===== src/rtl/accumulator_stack_cpu_step_assert.svh =====
// Assertion macros shared by the accumulator stack CPU modules.
// Each macro expects clk and rst_n to be visible where it is used.
`ifndef ACCUMULATOR_STACK_CPU_STEP_ASSERT_SVH
`define ACCUMULATOR_STACK_CPU_STEP_ASSERT_SVH

// The expression must never hold at a clock edge.
`define ASCS_NEVER(label, expr, msg) \
    label: assert property (@(posedge clk) disable iff (!rst_n) !(expr)) \
        else $error(msg);

// When the first expression holds, the second holds in the same cycle.
`define ASCS_IMPLY(label, ante, cons, msg) \
    label: assert property (@(posedge clk) disable iff (!rst_n) (ante) |-> (cons)) \
        else $error(msg);

// When the first expression holds, the second holds in the next cycle.
`define ASCS_NEXT(label, ante, cons, msg) \
    label: assert property (@(posedge clk) disable iff (!rst_n) (ante) |=> (cons)) \
        else $error(msg);

`endif


===== src/rtl/ascs_pkg.sv =====
// Package for the accumulator stack CPU: payload structs, opcodes, status codes.
// Used by every module of the block; depends on nothing.
package ascs_pkg;

    // Fixed field widths.
    localparam int DATA_W            = 32;
    localparam int DEPTH_W           = 10;
    localparam int STATUS_W          = 3;
    localparam int OPC_W             = 4;
    localparam int STACK_ENTRIES_DEF = 512;
    localparam int QUEUE_DEPTH       = 2;

    // Opcodes as they arrive on the command channel.
    localparam logic [OPC_W-1:0] OPC_NOP  = 4'd0;
    localparam logic [OPC_W-1:0] OPC_ADD  = 4'd1;
    localparam logic [OPC_W-1:0] OPC_SUB  = 4'd2;
    localparam logic [OPC_W-1:0] OPC_MUL  = 4'd3;
    localparam logic [OPC_W-1:0] OPC_DIV  = 4'd4;
    localparam logic [OPC_W-1:0] OPC_MOVA = 4'd5;
    localparam logic [OPC_W-1:0] OPC_LOAD = 4'd6;
    localparam logic [OPC_W-1:0] OPC_SWAC = 4'd7;
    localparam logic [OPC_W-1:0] OPC_SWAB = 4'd8;
    localparam logic [OPC_W-1:0] OPC_INC  = 4'd9;
    localparam logic [OPC_W-1:0] OPC_DEC  = 4'd10;
    localparam logic [OPC_W-1:0] OPC_PUSH = 4'd11;
    localparam logic [OPC_W-1:0] OPC_POP  = 4'd12;

    // Status codes reported with each result.
    localparam logic [STATUS_W-1:0] ST_OK         = 3'd0;
    localparam logic [STATUS_W-1:0] ST_BAD_OP     = 3'd1;
    localparam logic [STATUS_W-1:0] ST_DIV_ZERO   = 3'd2;
    localparam logic [STATUS_W-1:0] ST_LOAD_RANGE = 3'd3;
    localparam logic [STATUS_W-1:0] ST_FULL       = 3'd4;

    // Decoded operation kind handed from the front end to the back end.
    typedef enum logic [3:0] {
        K_NOP,
        K_ADD,
        K_SUB,
        K_MUL,
        K_DIV,
        K_MOVA,
        K_LOAD,
        K_SWAC,
        K_SWAB,
        K_INC,
        K_DEC,
        K_PUSH,
        K_POP,
        K_BAD
    } ascs_kind_t;

    // Back-end execution states.
    typedef enum logic [1:0] {
        EX_IDLE,
        EX_LOAD,
        EX_DIV
    } ascs_state_t;

    // Command transaction payload.
    typedef struct packed {
        logic        [OPC_W-1:0]  action;
        logic signed [DATA_W-1:0] argument;
    } ascs_in_t;

    // Result transaction payload.
    typedef struct packed {
        logic signed [DATA_W-1:0]   reg_a;
        logic signed [DATA_W-1:0]   reg_b;
        logic signed [DATA_W-1:0]   reg_c;
        logic        [DEPTH_W-1:0]  depth;
        logic        [STATUS_W-1:0] status;
    } ascs_out_t;

    // Decoded micro-operation held in the queue.
    typedef struct packed {
        ascs_kind_t               kind;
        logic signed [DATA_W-1:0] arg;
    } ascs_uop_t;

endpackage


===== src/rtl/ascs_front.sv =====
// Front end: accepts command transactions, decodes the opcode and queues the result.
// Depends on ascs_pkg and the assertion macro header.
`include "accumulator_stack_cpu_step_assert.svh"

module ascs_front (
    input  logic               clk,
    input  logic               rst_n,
    input  logic               cmd_valid,
    output logic               cmd_stall,
    input  ascs_pkg::ascs_in_t cmd,
    output logic               uop_valid,
    input  logic               uop_pop,
    output ascs_pkg::ascs_uop_t uop
);
    import ascs_pkg::*;

    localparam int PTR_W  = (QUEUE_DEPTH > 1) ? $clog2(QUEUE_DEPTH) : 1;
    localparam int QCNT_W = $clog2(QUEUE_DEPTH + 1);

    ascs_uop_t           q_mem [QUEUE_DEPTH];
    logic [PTR_W-1:0]    wr_ptr_reg;
    logic [PTR_W-1:0]    wr_ptr_next;
    logic [PTR_W-1:0]    rd_ptr_reg;
    logic [PTR_W-1:0]    rd_ptr_next;
    logic [QCNT_W-1:0]   q_cnt_reg;
    logic [QCNT_W-1:0]   q_cnt_next;
    logic                push;
    ascs_uop_t           decoded;

    // Decode the opcode into an operation kind.
    always_comb
    begin
        decoded.arg = cmd.argument;
        case (cmd.action)
            OPC_NOP:  decoded.kind = K_NOP;
            OPC_ADD:  decoded.kind = K_ADD;
            OPC_SUB:  decoded.kind = K_SUB;
            OPC_MUL:  decoded.kind = K_MUL;
            OPC_DIV:  decoded.kind = K_DIV;
            OPC_MOVA: decoded.kind = K_MOVA;
            OPC_LOAD: decoded.kind = K_LOAD;
            OPC_SWAC: decoded.kind = K_SWAC;
            OPC_SWAB: decoded.kind = K_SWAB;
            OPC_INC:  decoded.kind = K_INC;
            OPC_DEC:  decoded.kind = K_DEC;
            OPC_PUSH: decoded.kind = K_PUSH;
            OPC_POP:  decoded.kind = K_POP;
            default:  decoded.kind = K_BAD;
        endcase
    end

    // Queue handshakes: stall when full, offer the oldest entry.
    assign cmd_stall = (q_cnt_reg == QCNT_W'(QUEUE_DEPTH));
    assign push      = cmd_valid && !cmd_stall;
    assign uop_valid = (q_cnt_reg != '0);
    assign uop       = q_mem[rd_ptr_reg];

    // Pointer and fill count updates.
    always_comb
    begin
        wr_ptr_next = wr_ptr_reg;
        rd_ptr_next = rd_ptr_reg;
        q_cnt_next  = q_cnt_reg;
        if (push)
        begin
            wr_ptr_next = (wr_ptr_reg == PTR_W'(QUEUE_DEPTH - 1)) ? '0 : wr_ptr_reg + 1'b1;
        end
        if (uop_pop)
        begin
            rd_ptr_next = (rd_ptr_reg == PTR_W'(QUEUE_DEPTH - 1)) ? '0 : rd_ptr_reg + 1'b1;
        end
        if (push && !uop_pop)
        begin
            q_cnt_next = q_cnt_reg + 1'b1;
        end
        else if (!push && uop_pop)
        begin
            q_cnt_next = q_cnt_reg - 1'b1;
        end
    end

    // Control registers.
    always_ff @(posedge clk or negedge rst_n)
    begin
        if (!rst_n)
        begin
            wr_ptr_reg <= '0;
            rd_ptr_reg <= '0;
            q_cnt_reg  <= '0;
        end
        else
        begin
            wr_ptr_reg <= wr_ptr_next;
            rd_ptr_reg <= rd_ptr_next;
            q_cnt_reg  <= q_cnt_next;
        end
    end

    // Queue storage.
    always_ff @(posedge clk)
    begin
        if (push)
        begin
            q_mem[wr_ptr_reg] <= decoded;
        end
    end

    `ASCS_NEVER(a_q_overflow, q_cnt_reg > QCNT_W'(QUEUE_DEPTH), "queue count above depth")
    `ASCS_IMPLY(a_pop_nonempty, uop_pop, q_cnt_reg != '0, "pop from empty queue")
    `ASCS_NEXT(a_push_counts, push && !uop_pop, q_cnt_reg == $past(q_cnt_reg) + 1'b1, "push lost")

endmodule


===== config.mk =====
export PLATFORM = sky130hd
export DESIGN_NAME = ascs_front
export DESIGN_NICKNAME = d
export VERILOG_FILES = /design/src/rtl/ascs_pkg.sv /design/src/rtl/ascs_front.sv
export VERILOG_INCLUDE_DIRS = /design/src /design/src/rtl
export SDC_FILE = /design/constraint.sdc
export NUM_CORES = 1
export LEC_CHECK = 0
export BUFFER_PORTS_ARGS = -buffer_cell sky130_fd_sc_hd__buf_4
export CAP_MARGIN = 30
export CORE_AREA = 2 2 130 69
export CTS_CLUSTER_SIZE = 28
export DETAILED_ROUTE_END_ITERATION = 6
export DIE_AREA = 0 0 132 71
export SETUP_SLACK_MARGIN = 0.1
export SLEW_MARGIN = 20
export SYNTH_ARGS = -nofsm -noshare
export SYNTH_HDL_FRONTEND = slang
export SYNTH_SLANG_ARGS = --single-unit

===== constraint.sdc =====
create_clock -name clk -period 3.15 [get_ports clk]
set_input_delay 0.4725 -clock clk [delete_from_list [all_inputs] [get_ports clk]]
set_output_delay 0.4725 -clock clk [all_outputs]
set_load 0.01 [all_outputs]

==> results.yml, run 1 <==
status:
  status: "complete, no violations"
worst_setup_path:
  end_kind: "output pin"
  crit_arrival_ns: 1.83
  cpPeakStageDelay_ns: 0.72
  cpMaxStageDelayCell: "dfrtp_2"
  crit_chain: "buf_12 -> mux2_2 -> buf_4"
  crit_family: "flip-flops"
  critical_path.max_fanout: 20
  reg2reg_depth: 4
  regToRegSetupSlack_ns: 1.33
  critPathRequiredTime_ns: 2.68
  rr_startpoint: "q_cnt_reg[0]"
  worstReg2RegEnd: "q_mem[0][5]"
  startpoint_type: "register"
  worst-path-buf-inv: 2
  crit_type: "register to output pin"
sta:
  rsz0062_at_grt: "no"
  maxSlewHeadroom_pct: 40.6
  setup_slack_ns: 0.845
  final-max-slew-violation-count: 0
  finalClockSkew_ns: 0.00320
  tns_ns: 0
  worst_slew_pin_slew_ns: 0.891
  fin_crit_sh_pct: 73.2
  clock.fmax_mhz: 434
  setup_viol: 0
  final.min_clock_period_ns: 2.30
  finalHoldViolations: 0
cells_and_area:
  utilization_pct: 47.1
  nNetsFinal: 261
  drive_gt1_share_pct: 59.1
  antenna_cells: 0
  largest_reg_flops: 72
  syn2layout_area_growth_pct: 32.4
worst_hold_path:
  hold_path_end: "rd_ptr_reg"
  min_path_type: "input port to register"
  min_path_cells: 2
  min_from: "uop_pop"
global_route:
  grt_max_degree: 37
  grtUsageTotal_pct: 12.1
  grt_pass1_wl_um: 8060
  grt_overflow: 0
  grt_antenna_before_repair: 0
  grt_pass1_vias: 1561
synthesis:
  yosysMostFrequentCell: "edfxtp_1"
  synth_top_area_share_pct: 73.0
  synth_common_cells: "72 x edfxtp_1, 29 x mux2_4, 7 x mux2_2"
  yosys-top-cells-area: "edfxtp_1 73%, mux2_4 15%, dfrtp_1 3.4%, mux2_2 2.7%, buf_12 2.0%"
  synth_edf_count: 72
  synthArstFlopShare_pct: 5.26
  syn_inst: 133
  syn_area_per_cell_um2: 22.3
  seq_area_frac_synth_pct: 76.4
  synth_ff_type: "edfxtp_1"
  yosysWarnings: 0
  synthesis.nets: 174
  synthDistinctLibCells: 17
  synth-seq-cells: 76
  synth_top_area_cell: "edfxtp_1"
  netlist_area_um2: 2960
clock_network:
  clock-sinks: 76
  clkTransAtPathRegs_ns: 0.05
  postCtsSetupBuffers: 0
  clk_latency_ns: 0.33
  htree_num_levels: 3
  clk_path_buf_depth: 2
  numCtsBuffers: 9
  clock-root-buffer: "clkbuf_16"
  cts_tree: "built"
  cts_resized: 0
  hold_buffers: 1
detailed_routing:
  wl_per_cell_um: 15.3
  vias: 1448
  first_pass_iters: 4
  viasPerCell: 4.23
  route.detailed.drc: 0
  drt_iter0_drc: 82
  routed_wl_um: 5220
  antenna_left: 0
floorplan:
  fp.coreArea_um2: 8320
  die_h_um: 71
  ios: 78
  initial_core_util_pct: 35.6
  die_area_um2: 9370
  die_w_um: 132
  rows: 24
power_and_ir_drop:
  cellLeakagePower_nw: 1.57
  power_density_nw_per_um2: 916
  ir_drop_uv: 364
place:
  gp_congestion: 0.666
  io_buffers: 77
  dp.final_hpwl_um: 3530
  post-place-ws_ns: 1.17
run:
  timing.max_cap.violations: 0
[cell type report]
type | instances | area [um2]
inverters | 3 | 11.3
fillers | 714 | 4400
flip-flops and latches | 76 | 2260
well taps | 117 | 146
repair buffers | 80 | 616
clock buffers | 9 | 225
clock inverters | 7 | 33.8
multi-input cells | 50 | 626
[cells in the final DEF, fill, tap and decap left out, drive strengths merged]
| cell type | n |
|---|---|
| edfxtp | 72 |
| dlygate4sd3 | 1 |
| nand2 | 1 |
| nor2 | 2 |
| and3 | 1 |
| inv | 3 |
| clkinvlp | 1 |
| xor2 | 3 |
| nand2b | 1 |
| a21boi | 1 |
| buf | 79 |
| dfrtp | 4 |
| or2 | 1 |
| xnor2 | 2 |
| ha | 1 |
| clkinv | 6 |
| mux2 | 36 |
| clkbuf | 9 |
| a31o | 1 |
[logic make-up (layout without fill, tap and decap cells)]
logic type      Yosys count  after routing  share of synthesized area (%)
compound gates            2              2                          0.549
xor+xnor                  5              5                           1.48
fa+ha+maj                 1              1                          0.422
flops                    76             76                           76.4
buf+inv                   7             99                           2.79
simple gates              6              6                           1.01
mux                      36             36                           17.4
[how the worst max path moves through the flow]
stage                              to         start  cells past startpoint  slack (ns)
after global placement        uop[16]    rd_ptr_reg                      3        1.18
final                         uop[10]    rd_ptr_reg                      3        0.85
after detailed placement      uop[17]    rd_ptr_reg                      3        1.17
after floorplan           q_mem[0][0]  q_cnt_reg[0]                      3        0.58
after CTS                     uop[17]    rd_ptr_reg                      3        0.81
after global routing          uop[17]    rd_ptr_reg                      3        0.76
[through the flow]
stage / hold slack (ns) / std cells / total power [mW] / cell area [um2]
2_1_floorplan: 0.177 / 133 / 2.30 / 2960
3_3_place_gp: 0.274 / 325 / 2.75 / 3650
3_5_place_dp: 0.274 / 325 / 2.75 / 3650
4_1_cts: 0.310 / 342 / 3.66 / 3920
5_1_grt: 0.307 / 342 / 3.79 / 3920
6_report: 0.325 / 342 / 3.59 / 3920
[per-layer routing]
layer  wire (um)  GRT usage, %
met5           0             0
met4          32          5.43
met3         503          6.95
met2        2120          15.5
met1        2560          16.3
[power by group]
group | switching [mW] | internal, mW | total, mW
clock network | 0.362 | 0.519 | 0.881
registers | 0.129 | 1.39 | 1.52
logic | 0.513 | 0.681 | 1.19
(Power assumes the default switching activity.)
==> run 2, diff against run 1 <==
==> constraint.sdc (replaced) <==
create_clock -name clk -period 2.2 [get_ports clk]
set_input_delay 0.33 -clock clk [delete_from_list [all_inputs] [get_ports clk]]
set_output_delay 0.33 -clock clk [all_outputs]
set_load 0.01 [all_outputs]
==> results.yml, run 2 (synthesized netlist as in run 1, its figures left out) <==
power_and_ir_drop:
  finalPower_mw: 5.65
  power_frac_clock_pct: 31.1
  swShare_pct: 25.9
  power_density_nw_per_um2: 1400
  p_int_mw: 4.19
  p_comb_share_pct: 32.1
  share_seq_of_total_power_pct: 36.8
  cellLeakagePower_nw: 1.63
  p_sw_mw: 1.46
  ir_drop_uv: 557
sta:
  tns_ns: 0
  maxSlewHeadroom_pct: 71.4
  final.min_clock_period_ns: 1.94
  final-max-slew-violation-count: 0
  worst_slew_pin_slew_ns: 0.429
  clock.fmax_mhz: 516
  finalHoldViolations: 0
  finalClockSkew_ns: 0.00575
  setup_viol: 0
  fin_crit_sh_pct: 88.1
  rsz0062_at_grt: "no"
  setup_slack_ns: 0.263
cells_and_area:
  antenna_cells: 0
  drive_gt1_share_pct: 61.1
  nNetsFinal: 265
  fin_cells: 346
  n_fill_cell: 715
  largest_reg_flops: 72
  final_common_cell: "buf_4"
  syn2layout_area_growth_pct: 36.5
  final_cell_mix: "83 x buf_4, 72 x edfxtp_1, 29 x mux2_4"
worst_setup_path:
  crit_chain: "buf_4 -> mux2_2 -> buf_4"
  critical_path.max_fanout: 23
  crit_arrival_ns: 1.61
  end_kind: "output pin"
  startpoint_type: "register"
  regToRegSetupSlack_ns: 0.68
  crit_top_cell: "buf_4"
  cpMaxStageDelayCell: "mux2_2"
  crit_type: "register to output pin"
  cpPeakStageDelay_ns: 0.40
  worstSetupStartpoint: "rd_ptr_reg"
  rr_startpoint: "q_cnt_reg[0]"
  critPathRequiredTime_ns: 1.87
clock_network:
  numCtsBuffers: 9
  clock-root-buffer: "clkbuf_16"
  htree_num_levels: 3
  clkTransAtPathRegs_ns: 0.06
  postCtsSetupBuffers: 0
  cts_tree: "built"
  clock-sinks: 76
  clk_path_buf_depth: 2
  clk_latency_ns: 0.33
detailed_routing:
  viasPerCell: 4.21
  antenna_left: 0
  vias: 1457
  routed_wl_um: 5300
  drt_iter0_drc: 68
  wl_per_cell_um: 15.3
  route.detailed.drc: 0
  first_pass_iters: 4
worst_hold_path:
  min_path_type: "input port to register"
  min_from: "cmd[29]"
floorplan:
  fp.coreArea_um2: 8320
  initial_core_util_pct: 35.6
  rows: 24
  die_h_um: 71
  die_area_um2: 9370
  ios: 78
  die_w_um: 132
status:
  status: "complete, no violations"
place:
  io_buffers: 77
  post-place-ws_ns: 0.583
  gp_congestion: 0.644
  dp.final_hpwl_um: 3540
  dp.cells: 329
global_route:
  grt_overflow: 0
  grt_max_degree: 24
  grt_pass1_vias: 1507
  grt_pass1_wl_um: 8090
  grtUsageTotal_pct: 12.1
  grt_antenna_before_repair: 0
run:
  timing.max_cap.violations: 0
run 2: path summary, 6_finish.rpt:
path                                      to  cells after the start
worst max-delay path                 uop[16]                      3
worst min-delay path            q_mem[0][29]                      1
worst max register to register  q_cnt_reg[1]                      7
worst min register to register  q_cnt_reg[1]                      1
max in group asynchronous         rd_ptr_reg                      2
min in group asynchronous       q_cnt_reg[1]                      2
run 2: metrics by stage:
step	hold WS (ns)	utilization (%)	cell area, um2
after CTS	0.166	48.6	4040
after global placement	0.132	44.1	3670
after global routing	0.167	48.6	4040
final	0.185	48.6	4040
after detailed placement	0.131	44.1	3670
after floorplan	0.0344	-	2960
run 2: critical path: cells and delay by family, from the launching register on:
kind,cells,cell delay (ns)
mux,1,0.40
flops,1,0.35
buf+inv,2,0.53
run 2: cell type report:
| type | count | area (um2) | share of cell area [%] |
|---|---|---|---|
| flip-flops and latches | 76 | 2260 | 56.0 |
| multi-input cells | 50 | 626 | 15.5 |
| well taps | 117 | 146 | 3.62 |
| clock inverters | 7 | 139 | 3.43 |
| inverters | 3 | 11.3 | 0.278 |
| repair buffers | 84 | 633 | 15.7 |
| clock buffers | 9 | 225 | 5.57 |
run 2: routing by layer:
layer	track usage (%)	part of all wire (%)
met2	15.5	41
met3	6.52	8.2
met5	0	0
met4	5.80	0.25
met1	16.5	51
run 2: power groups by stage:
stage	logic [mW]	clock network, mW	registers, mW
after global routing	1.95	1.86	2.11
after detailed placement	1.84	0	2.11
after global placement	1.85	0	2.10
after floorplan	1.20	0	2.09
after CTS	1.85	1.81	2.09
final	1.81	1.76	2.08
run 2: what timing repair did:
item / 4_1_cts / 5_1_grt
hold buffers: 1 / 0
endpoints found under the hold margin: 4 / 0
gates resized for setup: 0 / 0
